### config.mk
export PLATFORM = sky130hd
export DESIGN_NAME = bch_31_21_encode_correct_core
export DESIGN_NICKNAME = d
export VERILOG_FILES = /design/src/hdl/bce_pkg.sv /design/src/hdl/bce_ctrl.sv /design/src/hdl/bce_dpath.sv /design/src/hdl/bch_31_21_encode_correct_core.sv
export VERILOG_INCLUDE_DIRS = /design/src /design/src/hdl
export SDC_FILE = /design/constraint.sdc
export NUM_CORES = 1
export LEC_CHECK = 0
export BUFFER_PORTS_ARGS = -buffer_cell sky130_fd_sc_hd__buf_4
export CORE_AREA = 2 2 129 131
export DETAILED_ROUTE_END_ITERATION = 8
export DIE_AREA = 0 0 131 133
export GPL_TIMING_DRIVEN = 0
export PLACE_DENSITY = 0.65
export SLEW_MARGIN = 20
export SYNTH_ARGS = -nofsm -noshare
export SYNTH_HDL_FRONTEND = slang
export SYNTH_HIERARCHICAL = 1
export SYNTH_SLANG_ARGS = --single-unit
### constraint.sdc
create_clock -name clk_i -period 5.2 [get_ports clk_i]
set_clock_uncertainty 0.2 [all_clocks]
set_input_delay 1.04 -clock clk_i [delete_from_list [all_inputs] [get_ports clk_i]]
set_output_delay 1.04 -clock clk_i [all_outputs]
set_load 0.03 [all_outputs]
### src/hdl/bch_31_21_encode_correct_core_defines.svh
// ----------------------------------------------------------------------------
// BCH(31,21) core assertion macros
// Shared concurrent assertion forms, clocked on clk_i and reset by rst_ni.
// ----------------------------------------------------------------------------
`ifndef BCH_31_21_ENCODE_CORRECT_CORE_DEFINES_SVH
`define BCH_31_21_ENCODE_CORRECT_CORE_DEFINES_SVH

// The consequent must hold in the same cycle as the antecedent.
`define BCE_ASSERT_SAME(label, ante, cons) \
  label: assert property (@(posedge clk_i) disable iff (!rst_ni) (ante) |-> (cons)) \
    else $error("assertion failed");

// The consequent must hold in the cycle after the antecedent.
`define BCE_ASSERT_NEXT(label, ante, cons) \
  label: assert property (@(posedge clk_i) disable iff (!rst_ni) (ante) |=> (cons)) \
    else $error("assertion failed");

`endif

### src/hdl/bce_pkg.sv
// ----------------------------------------------------------------------------
// BCH(31,21) core package
// Constants, error syndrome table and the control/status types shared by the
// controller and the datapath.
// ----------------------------------------------------------------------------
`timescale 1ns / 1ps

package bce_pkg;

  localparam int unsigned WordW    = 32;
  localparam int unsigned SynW     = 10;
  localparam int unsigned CntW     = 5;
  localparam int unsigned CrcSteps = 21;
  localparam int unsigned MegSteps = 31;

  // Generator 0x769 without its leading term.
  localparam logic [SynW-1:0] GenLow  = 10'h369;
  // Syndrome of an error in the leading bit.
  localparam logic [SynW-1:0] SynFlip = 10'h3B4;

  typedef logic [SynW-1:0] syn_t;

  localparam syn_t ErrSyn [MegSteps] = '{
    10'h3B4, 10'h26E, 10'h359, 10'h076, 10'h255, 10'h0F0, 10'h216, 10'h365,
    10'h068, 10'h25A, 10'h343, 10'h07B, 10'h1E7, 10'h129, 10'h14E, 10'h2C9,
    10'h0BE, 10'h231, 10'h0C2, 10'h20F, 10'h0DD, 10'h1B4, 10'h2B4, 10'h334,
    10'h3F4, 10'h394, 10'h3A4, 10'h3BC, 10'h3B0, 10'h3B6, 10'h3B5
  };

  typedef enum logic [1:0] {
    RES_ENC,
    RES_WORD_OK,
    RES_WORD_FAIL,
    RES_ACC
  } res_sel_e;

  typedef struct packed {
    logic     load;
    logic     crc_step;
    logic     synd_eval;
    logic     meg_step;
    logic     res_load;
    res_sel_e res_sel;
  } cmd_t;

  typedef struct packed {
    logic op_repair;
    logic syn_zero;
    logic meg_fail;
    logic meg_syn_clear;
  } sts_t;

  // True when the syndrome matches an error pattern with the leading bit set.
  function automatic logic is_err_syndrome(input syn_t s);
    logic hit;
    hit = 1'b0;
    for (int i = 0; i < MegSteps; i++) begin
      hit = hit | (s == ErrSyn[i]);
    end
    return hit;
  endfunction

  // One shift of the syndrome register, reducing by the generator.
  function automatic syn_t syn_shift(input syn_t s);
    return {s[SynW-2:0], 1'b0} ^ (s[SynW-1] ? GenLow : '0);
  endfunction

endpackage

### src/hdl/bce_ctrl.sv
// ----------------------------------------------------------------------------
// BCH(31,21) controller
// Sequences check-bit generation, syndrome evaluation and the Meggitt steps,
// and owns the valid flag of the output register.
// ----------------------------------------------------------------------------
`timescale 1ns / 1ps
`include "bch_31_21_encode_correct_core_defines.svh"

module bce_ctrl (
  input  logic          clk_i,
  input  logic          rst_ni,
  input  logic          in_valid_i,
  output logic          in_ready_o,
  input  logic          out_ready_i,
  output logic          out_valid_o,
  input  bce_pkg::sts_t sts_i,
  output bce_pkg::cmd_t cmd_o
);
  import bce_pkg::*;

  typedef enum logic [1:0] {
    ST_IDLE,
    ST_CRC,
    ST_SYND,
    ST_MEG
  } state_e;

  state_e          state_q, state_d;
  logic [CntW-1:0] cnt_q, cnt_d;
  logic            out_valid_q, out_valid_d;
  logic            out_free;

  // The output register can take a result when empty or being drained.
  assign out_free = !out_valid_q || out_ready_i;

  always_comb begin
    state_d = state_q;
    cnt_d   = cnt_q;
    cmd_o   = '{load: 1'b0, crc_step: 1'b0, synd_eval: 1'b0, meg_step: 1'b0,
                res_load: 1'b0, res_sel: RES_ENC};
    case (state_q)
      ST_IDLE: begin
        if (in_valid_i) begin
          cmd_o.load = 1'b1;
          cnt_d      = '0;
          state_d    = ST_CRC;
        end
      end
      ST_CRC: begin
        cmd_o.crc_step = 1'b1;
        cnt_d          = cnt_q + 1'b1;
        if (cnt_q == CntW'(CrcSteps - 1)) begin
          state_d = ST_SYND;
        end
      end
      ST_SYND: begin
        if (!sts_i.op_repair) begin
          if (out_free) begin
            cmd_o.res_load = 1'b1;
            cmd_o.res_sel  = RES_ENC;
            state_d        = ST_IDLE;
          end
        end else if (sts_i.syn_zero) begin
          if (out_free) begin
            cmd_o.res_load = 1'b1;
            cmd_o.res_sel  = RES_WORD_OK;
            state_d        = ST_IDLE;
          end
        end else begin
          cmd_o.synd_eval = 1'b1;
          cnt_d           = '0;
          state_d         = ST_MEG;
        end
      end
      ST_MEG: begin
        if (sts_i.meg_fail) begin
          if (out_free) begin
            cmd_o.res_load = 1'b1;
            cmd_o.res_sel  = RES_WORD_FAIL;
            state_d        = ST_IDLE;
          end
        end else if (cnt_q == CntW'(MegSteps - 1)) begin
          // The last step decides between the corrected word and a failure.
          if (out_free) begin
            cmd_o.res_load = 1'b1;
            cmd_o.res_sel  = sts_i.meg_syn_clear ? RES_ACC : RES_WORD_FAIL;
            state_d        = ST_IDLE;
          end
        end else begin
          cmd_o.meg_step = 1'b1;
          cnt_d          = cnt_q + 1'b1;
        end
      end
      default: begin
        state_d = ST_IDLE;
      end
    endcase

    if (cmd_o.res_load) begin
      out_valid_d = 1'b1;
    end else if (out_ready_i) begin
      out_valid_d = 1'b0;
    end else begin
      out_valid_d = out_valid_q;
    end
  end

  always_ff @(posedge clk_i or negedge rst_ni) begin
    if (!rst_ni) begin
      state_q     <= ST_IDLE;
      cnt_q       <= '0;
      out_valid_q <= 1'b0;
    end else begin
      state_q     <= state_d;
      cnt_q       <= cnt_d;
      out_valid_q <= out_valid_d;
    end
  end

  assign in_ready_o  = (state_q == ST_IDLE);
  assign out_valid_o = out_valid_q;

  `BCE_ASSERT_SAME(a_res_no_overwrite, cmd_o.res_load, !out_valid_q || out_ready_i)
  `BCE_ASSERT_SAME(a_one_dp_cmd, 1'b1,
                   $onehot0({cmd_o.load, cmd_o.crc_step, cmd_o.synd_eval, cmd_o.meg_step}))
  `BCE_ASSERT_NEXT(a_accept_starts_crc, in_valid_i && in_ready_o,
                   state_q == ST_CRC && cnt_q == '0 && !in_ready_o)

endmodule

### src/hdl/bce_dpath.sv
// ----------------------------------------------------------------------------
// BCH(31,21) datapath
// Serial check-bit register, syndrome and parity evaluation, the Meggitt
// correction step and the output register.
// ----------------------------------------------------------------------------
`timescale 1ns / 1ps

module bce_dpath (
  input  logic                       clk_i,
  input  bce_pkg::cmd_t              cmd_i,
  output bce_pkg::sts_t              sts_o,
  input  logic                       op_i,
  input  logic [bce_pkg::WordW-1:0]  word_i,
  output logic [bce_pkg::WordW-1:0]  res_word_o,
  output logic                       res_sts_o
);
  import bce_pkg::*;

  logic [WordW-1:0] word_q;
  logic             op_q;
  logic [WordW-1:0] sh_q;
  syn_t             crc_q;
  syn_t             syn_q;
  logic             pmis_q;
  logic [WordW-1:0] acc_q;
  logic [1:0]       fixes_q;
  logic [WordW-1:0] res_word_q;
  logic             res_sts_q;

  logic             crc_fb;
  syn_t             crc_next;
  logic             enc_par;
  logic [WordW-1:0] enc_word;
  syn_t             syn_now;
  logic             pmis_now;
  logic             hit;
  syn_t             syn_fix;
  syn_t             syn_next;
  logic [1:0]       fixes_next;
  logic             fail;
  logic [WordW-1:0] acc_next;

  // Check bits are formed by feeding data bits 31..11 in from the top.
  assign crc_fb   = crc_q[SynW-1] ^ sh_q[WordW-1];
  assign crc_next = {crc_q[SynW-2:0], 1'b0} ^ (crc_fb ? GenLow : '0);

  assign enc_par  = ^{word_q[WordW-1:SynW+1], crc_q};
  assign enc_word = {word_q[WordW-1:SynW+1], crc_q, enc_par};
  assign syn_now  = crc_q ^ word_q[SynW:1];
  assign pmis_now = enc_par ^ word_q[0];

  assign hit        = is_err_syndrome(syn_q);
  assign syn_fix    = hit ? (syn_q ^ SynFlip) : syn_q;
  assign syn_next   = syn_shift(syn_fix);
  assign fixes_next = fixes_q + {1'b0, hit};
  // With a parity mismatch only one correction is allowed, otherwise two.
  assign fail       = hit && (pmis_q ? (fixes_next >= 2'd2) : (fixes_next == 2'd3));
  assign acc_next   = {acc_q[WordW-2:0], 1'b0}
                    | {{(WordW-2){1'b0}}, sh_q[WordW-1] ^ hit, 1'b0};

  always_ff @(posedge clk_i) begin
    if (cmd_i.load) begin
      word_q <= word_i;
      op_q   <= op_i;
      sh_q   <= word_i;
      crc_q  <= '0;
    end
    if (cmd_i.crc_step) begin
      crc_q <= crc_next;
      sh_q  <= {sh_q[WordW-2:0], 1'b0};
    end
    if (cmd_i.synd_eval) begin
      syn_q   <= syn_now;
      pmis_q  <= pmis_now;
      sh_q    <= word_q;
      acc_q   <= '0;
      fixes_q <= '0;
    end
    if (cmd_i.meg_step) begin
      syn_q   <= syn_next;
      acc_q   <= acc_next;
      fixes_q <= fixes_next;
      sh_q    <= {sh_q[WordW-2:0], 1'b0};
    end
    if (cmd_i.res_load) begin
      case (cmd_i.res_sel)
        RES_ENC: begin
          res_word_q <= enc_word;
          res_sts_q  <= 1'b0;
        end
        RES_WORD_OK: begin
          res_word_q <= word_q;
          res_sts_q  <= 1'b0;
        end
        RES_WORD_FAIL: begin
          res_word_q <= word_q;
          res_sts_q  <= 1'b1;
        end
        RES_ACC: begin
          res_word_q <= acc_next;
          res_sts_q  <= 1'b0;
        end
        default: begin
          res_word_q <= word_q;
          res_sts_q  <= 1'b1;
        end
      endcase
    end
  end

  assign sts_o.op_repair     = op_q;
  assign sts_o.syn_zero      = (syn_now == '0);
  assign sts_o.meg_fail      = fail;
  assign sts_o.meg_syn_clear = (syn_next == '0);

  assign res_word_o = res_word_q;
  assign res_sts_o  = res_sts_q;

endmodule

### src/hdl/bch_31_21_encode_correct_core.sv
// ----------------------------------------------------------------------------
// BCH(31,21) encode and repair core
// Encodes pager-style 32-bit words or corrects up to two bit errors in them.
// ----------------------------------------------------------------------------
// One word is worked on at a time. After a transaction is taken, the ten check
// bits are built serially, one data bit per cycle, and the cycle after that
// forms the syndrome. An encode, or a repair with a clean syndrome, has its
// result written to the output register from the syndrome step; any other
// repair then runs the Meggitt shift register, one codeword bit per cycle,
// before its result is written. A failed repair returns the input word with
// status set. The next input transaction can be taken in the cycle after the
// result has been written to the output register. A result still waiting in
// the output register delays that write, and with it the next input, until it
// has been taken.
`timescale 1ns / 1ps

module bch_31_21_encode_correct_core (
  input  logic        clk_i,
  input  logic        rst_ni,
  input  logic        s_axis_tvalid,
  output logic        s_axis_tready,
  input  logic [31:0] s_axis_tdata,   // [31:0] codeword
  input  logic        s_axis_tuser,   // [0] operation (0 encode, 1 repair)
  output logic        m_axis_tvalid,
  input  logic        m_axis_tready,
  output logic [31:0] m_axis_tdata,   // [31:0] result_word
  output logic        m_axis_tuser    // [0] status (1 uncorrectable)
);
  import bce_pkg::*;

  cmd_t cmd;
  sts_t sts;

  bce_ctrl u_ctrl (
    .clk_i       (clk_i),
    .rst_ni      (rst_ni),
    .in_valid_i  (s_axis_tvalid),
    .in_ready_o  (s_axis_tready),
    .out_ready_i (m_axis_tready),
    .out_valid_o (m_axis_tvalid),
    .sts_i       (sts),
    .cmd_o       (cmd)
  );

  bce_dpath u_dpath (
    .clk_i      (clk_i),
    .cmd_i      (cmd),
    .sts_o      (sts),
    .op_i       (s_axis_tuser),
    .word_i     (s_axis_tdata),
    .res_word_o (m_axis_tdata),
    .res_sts_o  (m_axis_tuser)
  );

endmodule
==> results of run 1 <==
==> worst max-delay path: stages (launching register included) <==
cell and delay [ps]:
edfxtp_1 440, or3_1 480, mux2_2 300, o32ai_1 230, o31ai_2 110, nand4_2 180, ha_1 270, o211a_1 230
buf_4 160, nand3b_1 160, o22a_1 190, nor2_1 150, ha_1 190, clkbuf_1 380, nor2b_2 360, clkbuf_1 410
a22o_1 220
==> where the power goes <==
part / internal, mW / switching [mW] / leakage (nW)
combinational: 0.876 / 1.36 / 1.49
sequential: 2.08 / 0.287 / 1.54
clock: 0.796 / 0.485 / 0.296
==> cell usage after synthesis, types with 3 or more instances <==
cell | count | area (sq um)
and3_1 | 3 | 18.8
xor2_1 | 23 | 201
inv_1 | 14 | 52.6
o211ai_1 | 3 | 22.5
buf_6 | 3 | 33.8
or2_2 | 4 | 25.0
ha_1 | 11 | 138
nand3_1 | 9 | 45.0
buf_1 | 4 | 15.0
nand4_1 | 6 | 37.5
a21oi_1 | 14 | 70.1
nor2b_1 | 14 | 87.6
o32ai_1 | 5 | 43.8
xnor2_1 | 31 | 272
nand2_1 | 25 | 93.8
o21ai_0 | 46 | 230
nor2_1 | 16 | 60.1
dfrtp_1 | 8 | 200
a22oi_1 | 70 | 526
nor3_1 | 4 | 20.0
buf_2 | 3 | 15.0
nand2b_1 | 3 | 18.8
a22o_1 | 21 | 184
o31ai_1 | 6 | 45.0
buf_4 | 6 | 45.0
edfxtp_1 | 150 | 4500
and2_1 | 45 | 282
clkbuf_1 | 30 | 113
o22ai_1 | 3 | 18.8
mux2_2 | 6 | 67.6
==> area by class of cell <==
type / count / area share, %
inverters: 14 / 0.563
clock buffers: 19 / 4.64
repair buffers: 72 / 6.01
flip-flops and latches: 159 / 50.6
multi-input cells: 409 / 31.1
clock inverters: 12 / 1.81
well taps: 220 / 2.95
plain buffers: 44 / 2.31
==> cells by family after synthesis <==
| group | count (synthesis) |
|---|---|
| AOI/OAI and AO/OA | 181 |
| DFF | 159 |
| and+or+nand+nor | 154 |
| buffers and inverters | 60 |
| xor gates and xnor gates | 54 |
| adders and majority gates | 11 |
| muxes | 8 |
==> routing by layer <==
layer  up-vias  part of all wire [%]  track usage [%]
met2       208                    48             36.8
met3        29                   6.3             4.77
li1       2568                     -                -
met4         0                   1.8             6.56
met5         -                     0                0
met1      2777                    44             33.7
==> repair_timing <==
item,in CTS,in global routing
cloned,1,0
gates resized for setup,2,3
pin swaps,1,0
setup endpoints to repair,31,20
hold buffers,0,0
==> registers in the layout, indices dropped and copies added (netlist names) <==
register            flops
u_ctrl/cnt_q            5
u_ctrl/out_valid_o      1
u_ctrl/state_q          2
u_dpath/acc_q          30
u_dpath/crc_q          10
u_dpath/fixes_q         2
u_dpath/op_q            1
u_dpath/pmis_q          1
u_dpath/res_sts_o       1
u_dpath/res_word_o     32
u_dpath/sh_q           32
u_dpath/syn_q          10
u_dpath/word_q         32
==> how the worst min path moves through the flow <==
stage	from	slack (ps)	end
global placement	u_ctrl/out_valid_o	320	u_ctrl/out_valid_o
finish	rst_ni	220	u_ctrl/cnt_q[0]
detailed placement	u_ctrl/out_valid_o	320	u_ctrl/out_valid_o
floorplan	u_dpath/acc_q[30]	310	u_dpath/res_word_o[31]
CTS	rst_ni	210	u_ctrl/cnt_q[4]
global route	rst_ni	210	u_ctrl/cnt_q[3]
==> through the flow <==
stage	worst slack (ps)	setup TNS [ps]	std cells	area [sq um]	util (%)
after global routing	82.1	0	949	9330	57.7
after floorplan	507	0	627	7890	-
final	405	0	949	9330	57.7
after detailed placement	-771	-23840	919	8720	53.9
after global placement	-649	-20090	918	8690	53.8
after CTS	157	0	950	9330	57.7
==> metrics, run 1 <==
Clock Latency Late Sink 430 ps; 1st-pass router iterations 6; status finished, final reports clean; core area 0.0162 sq mm; worst hold margin roughly 220 ps; Initial Utilization 48.8%; final wirelength 19700 um; grt ovf 0; Synth Area in XOR/XNOR 6.00%; Top FF cell, synth edfxtp_1; Tcrit/Tclk final 92.2%; minimum clock period 4790 ps; register area 0.00472 sq mm; Post-Synth Adder-Cell Area 1.75%; Worst R2R End u_dpath/res_word_o[25]; commonest non-fill, non-tap cell in the layout edfxtp_1; Mapped Cells 627; Peak Freq 209 MHz; Overall Power 5.88 mW; Fillers 1345; DRT iter0 DRCs between 500 and 600; Critical Path Source Type flop; Setup Crit Path Kind flop to flop; clock sinks around 160; endpoint class of the critical path flop; Yosys warnings 6; Mapped Nets 675; mux contribution to synthesized area 1.11%; Clock Path Buffers 2; post-synthesis compound-gate area fraction 16.2%; fin. max-slew vios 0; post-route ant nets 0; final setup vio count 0; R2R depth 16; DRC viols 0; GP Congestion 0.903; type of the tightest min-delay check input pin to async pin; Pwr per Cell Area ~630 mW/mm^2; Final #Nets 765; Chip Width ~130 um; Tot GR Track Use between 20% and 30%; Post-Syn Area roughly 0.0079 sq mm; HPWL after detailed placement 14000 um; H-tree depth 4; root buffer cell clkbuf_16; first-pass GRT wire length between 30000 and 40000 um; vias in the first global route between 5000 and 6000; clk slew on worst S/H paths 60 ps; Worst R2R Start u_dpath/syn_q[2]; CP Launch Point u_dpath/syn_q[2]; initial antenna violation count 0; largest family of logic cells by synthesized area compound AO/OA/AOI/OAI gates; Port-buffer cells 71; synthesized flop and latch total 159; maximum number of pins on one net before global-route repair 34; unrepaired setup endpoints after global routing false; area occupied by multi-input gates 0.00290 sq mm; CP arrival a little under 5000 ps; # Max-Cap Violations 0; Final Hold Viols 0; ANT cells 0; Worst Path Required roughly 5300 ps; largest fanout on the critical path 10; maximum vdd drop 0.000427 V; vias approximately 5600; Vert. Die Dim 133 um; Synth cell types a little over 60; DIE AREA 0.0174 sq mm; io pins slightly above 70; worst rel slew slack between 50 and 60%; CP endpoint u_dpath/res_word_o[25]; share of post-route cells with drive strength above 1 18.7%; mean post-synth cell area 12.6 sq um; post-synthesis simple-gate area fraction ~12%; FP Rows 47; P_leak 3.33 nW; Worst Tran Pin Value about 650 ps; cts bufs inserted 17; worst reg-to-reg setup slack 410 ps; post-CTS setup buffer count 0; area delta synth->final 18.3%; WL per Instance 20.8 um; vias per inst 5.88; sequential cell area fraction in the yosys report about three fifths; TritonCTS clock tree built; ys async rst share 5.03%; commonest non-fill, non-tap cells in the layout edfxtp_1, buf_4, a22oi_1, o21ai_0, and2_1; number of synthesized flops with an enable pin 150
Note: power is estimated with default switching activity, not from simulation.
==> run 2: changes to the inputs <==
- ABC_AREA: not set -> 1
- CAP_MARGIN: not set -> 10
- CORE_AREA: 2 2 129 131 -> 2 2 131 133
- DIE_AREA: 0 0 131 133 -> 0 0 133 135
==> metrics, run 2 <==
Worst Tran Pin Value 797 ps (was 646 ps); grt ovf 0 (unchanged); first-pass GRT wire length 31300 um (was 30700 um); share of post-route cells with drive strength above 1 13.5% (was 18.7%); Pwr per Cell Area 630 mW/mm^2 (about the same); Chip Width 133 um (was 131 um); post-synth top area share 55.1% (was 57.1%); number of synthesized flops with an enable pin 150 (unchanged); vias 6302 (was 5582); ANT cells 0 (unchanged); FP Rows 47 (unchanged); sequential power share 40.7% (was 40.2%); Critical Path Source Type flop (unchanged); Tcrit/Tclk final 91.8% (was 92.2%); clock sinks 159 (unchanged); Clock Path Buffers 2 (unchanged); commonest non-fill, non-tap cell in the layout nand2_1 (was edfxtp_1); DRT iter0 DRCs 569 (was 538); Fin Setup TNS 0 ps (unchanged); largest fanout on the critical path 10 (unchanged); 1st-pass router iterations 7 (was 6); Final WS setup 428 ps (was 405 ps); Overall Power 6.01 mW (was 5.88 mW); core area 0.0164 sq mm (was 0.0162 sq mm); Yosys warnings 6 (unchanged); # Max-Cap Violations 0 (unchanged); Synth cell types 34 (was 62); commonest non-fill, non-tap cells in the layout nand2_1, edfxtp_1, inv_1, nor2_1, buf_4 (was edfxtp_1, buf_4, a22oi_1, o21ai_0, and2_1); HPWL after detailed placement 14500 um (was 14000 um); Vert. Die Dim 135 um (was 133 um); top post-synthesis cells by count nand2_1, edfxtp_1, inv_1, nor2_1, o21ai_0 (was edfxtp_1, a22oi_1, o21ai_0, and2_1, xnor2_1); post-CTS setup buffer count 0 (unchanged); Top FF cell, synth edfxtp_1 (unchanged); Int Pwr 3.52 mW (was 3.75 mW); clk slew on worst S/H paths 60 ps (about the same); vias in the first global route 5973 (was 5479); cts bufs inserted 17 (unchanged); Tot GR Track Use 22.8% (was 23.6%); area delta synth->final 16.8% (was 18.3%); maximum number of pins on one net before global-route repair 34 (unchanged); Post-Syn Area 0.00817 sq mm (was 0.00789 sq mm); type of the tightest min-delay check input pin to async pin (unchanged); Mapped Cells 877 (was 627); vias per inst 5.25 (was 5.88); Clock Latency Late Sink 430 ps (about the same); area occupied by multi-input gates 0.00287 sq mm (was 0.00290 sq mm); Logic pwr share 41.1% (was 38.0%); final std cells w/o fill 1201 (was 949); worst rel slew slack 46.7% (was 56.8%); CP arrival 4780 ps (was 4880 ps); DRC viols 0 (unchanged); mean post-synth cell area 9.32 sq um (was 12.6 sq um); io pins 72 (unchanged); maximum vdd drop 0.000324 V (was 0.000427 V); dpl cell area 0.00904 sq mm (was 0.00872 sq mm); WL per Instance 16.6 um (was 20.8 um); root buffer cell clkbuf_16 (unchanged); Critical Path Slowest Stage Cell clkbuf_1 (was or3_1); TritonCTS clock tree built (unchanged); status finished, final reports clean (unchanged); pre-CTS setup slack 539 ps (was -771 ps); final setup vio count 0 (unchanged); register area 0.00472 sq mm (unchanged); top post-synthesis cells by area edfxtp_1, nand2_1, inv_1 (was edfxtp_1, a22oi_1, and2_1); Worst Path Required 5210 ps (was 5290 ps); DIE AREA 0.0180 sq mm (was 0.0174 sq mm); unrepaired setup endpoints after global routing false (unchanged); Post-CTS Hold Buffers 0 (unchanged); Synth area leader edfxtp_1 (unchanged); H-tree depth 4 (unchanged); Peak Freq 210 MHz (was 209 MHz); Mapped Nets 925 (was 675); synthesized flop and latch total 159 (unchanged); post-route ant nets 0 (unchanged); critical-path cell list clkbuf_1 > inv_1 > ha_1 > nor2_1 > nor2_1 > a21oi_2 > nand3_2 > ha_1 > xnor2_1 > nor3b_2 > buf_4 > inv_1 > nand4_1 > a21oi_1 > inv_1 > ha_1 > clkbuf_1 > inv_1 > nand2_1 > inv_1 > clkbuf_1 > nand2_1 > o21ai_0 (was or3_1 > mux2_2 > o32ai_1 > o31ai_2 > nand4_2 > ha_1 > o211a_1 > buf_4 > nand3b_1 > o22a_1 > nor2_1 > ha_1 > clkbuf_1 > nor2b_2 > clkbuf_1 > a22o_1); Fillers 1446 (was 1345); fin util 58.2% (was 57.7%); Initial Utilization 49.8% (was 48.8%); Psw 2.49 mW (was 2.13 mW); Clk pwr share 18.2% (was 21.8%); CP delay by family, top buffers and inverters (was simple AND/OR/NAND/NOR gates); switching share of power 41.5% (was 36.2%); fin. max-slew vios 0 (unchanged); sequential cell area fraction in the yosys report 57.8% (was 59.9%); Placed Instances 1170 (was 919); P_leak 4.11 nW (was 3.33 nW); CP most frequent cell inv_1; Port-buffer cells 71 (unchanged); Final Hold Viols 0 (unchanged); post-route cell area 0.00954 sq mm (was 0.00933 sq mm); initial antenna violation count 0 (unchanged); Final #Nets 1017 (was 765); CP peak stage delay 550 ps (was 480 ps); # resized after CTS 0 (was 2); GP Congestion 0.849 (was 0.903); top-count cell post-synth nand2_1 (was edfxtp_1); WP buf/inv 9 (was 3); endpoint class of the critical path flop (unchanged); ys async rst share 5.03% (unchanged); final wirelength 20000 um (was 19700 um); minimum clock period 4770 ps (was 4790 ps); Setup Crit Path Kind flop to flop (unchanged); worst hold margin 218 ps (was 223 ps)
==> run 2: changes by cell type in the layout (fill, tap and decap cells not counted), moves of 22 or more <==
cell	before	now
o21ai_0	46	68
a22oi_1	70	1
inv_1	14	110
o221ai_1	0	36
nor2_1	16	80
nand2_1	25	251
and2_1	44	1
==> run 2: final timing paths <==
check                                          to  slack [ps]  cells past startpoint         startpoint
max in group asynchronous      u_ctrl/out_valid_o        4450                      1             rst_ni
max reg2reg                u_dpath/res_word_o[30]         430                     23   u_dpath/syn_q[9]
min reg2reg                     u_dpath/acc_q[20]         340                      2  u_dpath/acc_q[19]
max                        u_dpath/res_word_o[30]         430                     23   u_dpath/syn_q[9]
min                               u_ctrl/cnt_q[0]         220                      1             rst_ni
min in group clk_i              u_dpath/acc_q[20]         340                      2  u_dpath/acc_q[19]
==> run 2: area by class of cell <==
type | count | area share (%)
plain buffers | 34 | 1.49
clock buffers | 20 | 4.58
clock inverters | 11 | 0.721
inverters | 119 | 4.68
multi-input cells | 565 | 30.0
flip-flops and latches | 159 | 49.5
well taps | 220 | 2.88
repair buffers | 73 | 6.08
==> run 2: layer usage <==
layer / track usage (%) / wire (um) / up-vias
li1: - / - / 3096
met1: 31.8 / 9080 / 2969
met2: 35.9 / 9420 / 207
met3: 3.98 / 990 / 30
met4: 9.14 / 492 / 0
met5: 0 / 0 / -
==> run 2: cells by family after synthesis <==
family                   after synthesis  synth area share [%]
XOR/XNOR                              40                  4.29
AO/OA/AOI/OAI                        123                  9.43
flip-flops                           159                  57.8
AND/OR/NAND/NOR                      391                  19.6
buffers and inverters                153                  7.21
adder cells (fa/ha/maj)               11                  1.68
==> run 2: power groups by stage <==
stage / combinational (mW) / clock (mW) / sequential [mW]
after floorplan: 1.65 / 0 / 2.46
after global placement: 2.36 / 0 / 2.47
after detailed placement: 2.44 / 0 / 2.46
after CTS: 2.46 / 1.12 / 2.44
after global routing: 2.75 / 1.17 / 2.50
final: 2.47 / 1.09 / 2.44
==> run 3: changes to the inputs <==
- clock period: 5.2 -> 4.5 ns (I/O delays scaled with it)
==> metrics, run 3 (same netlist as run 2, synthesis figures left out) <==
H-tree depth 4 (unchanged); DRC viols 0 (unchanged); Final #Nets 1016 (was 1017); # Max-Cap Violations 0 (unchanged); cts bufs inserted 17 (unchanged); root buffer cell clkbuf_16 (unchanged); unrepaired setup endpoints after global routing false (unchanged); clock sinks 159 (unchanged); Pwr per Cell Area 728 mW/mm^2 (was 630 mW/mm^2); Vert. Die Dim 135 um (unchanged); maximum vdd drop 0.000378 V (was 0.000324 V); Final Hold Viols 0 (unchanged); commonest non-fill, non-tap cells in the layout nand2_1, edfxtp_1, inv_1, nor2_1, buf_4 (unchanged); fin. max-slew vios 0 (unchanged); WL per Instance 16.7 um (was 16.6 um); FP Rows 47 (unchanged); worst rel slew slack 46.0% (was 46.7%); CP delay by family, top simple AND/OR/NAND/NOR gates (was buffers and inverters); Final WS setup 261 ps (was 428 ps); clk slew on worst S/H paths 60 ps (about the same); core area 0.0164 sq mm (unchanged); post-route ant nets 0 (unchanged); io pins 72 (unchanged); DRT iter0 DRCs 581 (was 569); commonest non-fill, non-tap cell in the layout nand2_1 (unchanged); Setup Crit Path Kind flop to flop (unchanged); P_leak 4.15 nW (was 4.11 nW); TritonCTS clock tree built (unchanged); worst reg-to-reg setup slack 260 ps (was 430 ps); type of the tightest min-delay check input pin to async pin (unchanged); CP peak stage delay 450 ps (was 550 ps); Worst R2R End u_dpath/sh_q[6] (was u_dpath/res_word_o[30]); 1st-pass router iterations 5 (was 7); pre-CTS setup slack -161 ps (was 539 ps); Clock Path Buffers 2 (unchanged); Port-buffer cells 71 (unchanged); first-pass GRT wire length 31300 um (about the same); post-CTS setup buffer count 0 (unchanged); critical-path cell list nand2_1 > nor2_1 > nand2_1 > nand2_1 > nor2_1 > nand3_1 > nand2_1 > nand3_2 > ha_1 > xnor2_1 > nor3b_2 > buf_4 > inv_1 > nand2_1 > nor2_2 > clkbuf_1 > nor2_1 > clkbuf_2 > nand2_4 (was clkbuf_1 > inv_1 > ha_1 > nor2_1 > nor2_1 > a21oi_2 > nand3_2 > ha_1 > xnor2_1 > nor3b_2 > buf_4 > inv_1 > nand4_1 > a21oi_1 > inv_1 > ha_1 > clkbuf_1 > inv_1 > nand2_1 > inv_1 > clkbuf_1 > nand2_1 > o21ai_0); Chip Width 133 um (unchanged); R2R depth 19 (was 23); vias 6362 (was 6302); DIE AREA 0.0180 sq mm (unchanged); Worst Path Required 4370 ps (was 5210 ps); HPWL after detailed placement 14500 um (unchanged); Critical Path Slowest Stage Cell edfxtp_1 (was clkbuf_1); Overall Power 6.97 mW (was 6.01 mW); final wirelength 20000 um (about the same); vias per inst 5.30 (was 5.25); Clock Latency Late Sink 430 ps (about the same); CP most frequent cell nand2_1 (was inv_1); grt ovf 0 (unchanged); share of post-route cells with drive strength above 1 15.3% (was 13.5%); vias in the first global route 5980 (was 5973); CP arrival 4110 ps (was 4780 ps); Worst R2R Start u_dpath/syn_q[5] (was u_dpath/syn_q[9]); maximum number of pins on one net before global-route repair 34 (unchanged); largest fanout on the critical path 31 (was 10); Tcrit/Tclk final 94.2% (was 91.8%); ANT cells 0 (unchanged); WP buf/inv 4 (was 9); Worst Tran Pin Value 808 ps (was 797 ps); status finished, final reports clean (unchanged); endpoint class of the critical path flop (unchanged); minimum clock period 4240 ps (was 4770 ps); Critical Path Source Type flop (unchanged); GP Congestion 0.849 (unchanged); Initial Utilization 49.8% (unchanged); Tot GR Track Use 22.8% (about the same); Peak Freq 236 MHz (was 210 MHz); initial antenna violation count 0 (unchanged); area delta synth->final 17.2% (was 16.8%); final setup vio count 0 (unchanged)
run 3: area by class of cell:
cell class | count | area [sq um]
Buffer | 33 | 158
Clock buffer | 20 | 437
Clock inverter | 11 | 68.8
Fill cell | 1448 | 6840
Inverter | 119 | 449
Multi-Input combinational cell | 565 | 2880
Sequential cell | 159 | 4720
Tap cell | 220 | 275
Timing Repair Buffer | 73 | 581
run 3: repair_timing:
action	CTS	global route
hold buffers	0	0
resized for setup	6	25
endpoints found under the setup margin	61	122
run 3: metal layers:
| metal | share of wire (%) | wire, um | track usage [%] | up-vias |
|---|---|---|---|---|
| met5 | 0 | 0 | 0 | - |
| met4 | 3.1 | 624 | 9.08 | 0 |
| met3 | 5.2 | 1040 | 3.98 | 39 |
| met2 | 46 | 9270 | 36.0 | 230 |
| met1 | 45 | 9100 | 31.7 | 2995 |
| li1 | - | - | - | 3098 |
run 3: how the worst max path moves through the flow:
stage | cells after the start | endpoint | start
finish | 19 | u_dpath/sh_q[6] | u_dpath/syn_q[5]
global route | 23 | u_dpath/res_word_o[23] | u_dpath/syn_q[5]
CTS | 24 | u_dpath/res_word_o[30] | u_dpath/syn_q[5]
detailed placement | 23 | u_dpath/res_word_o[30] | u_dpath/syn_q[9]
global placement | 5 | u_dpath/sh_q[15] | s_axis_tvalid
floorplan | 5 | u_dpath/sh_q[10] | u_ctrl/state_q[0]
run 3: where the power goes:
part	internal, mW	leakage (nW)	switching, mW	total [mW]
registers	2.47	1.54	0.352	2.82
clock network	0.696	0.243	0.572	1.27
logic	0.908	2.37	1.97	2.88
total	4.07	4.15	2.90	6.97
run 3: metrics by stage:
step                area, sq um  utilization (%)  hold WS, ps  setup TNS, ps  instances
floorplan                  8170                -          285              0        877
global placement           8980             54.7          310         -58830       1168
detailed placement         9040             55.1          321          -1960       1170
CTS                        9550             58.2         68.8              0       1201
global route               9570             58.3         72.5              0       1200
finish                     9570             58.3         77.0              0       1200
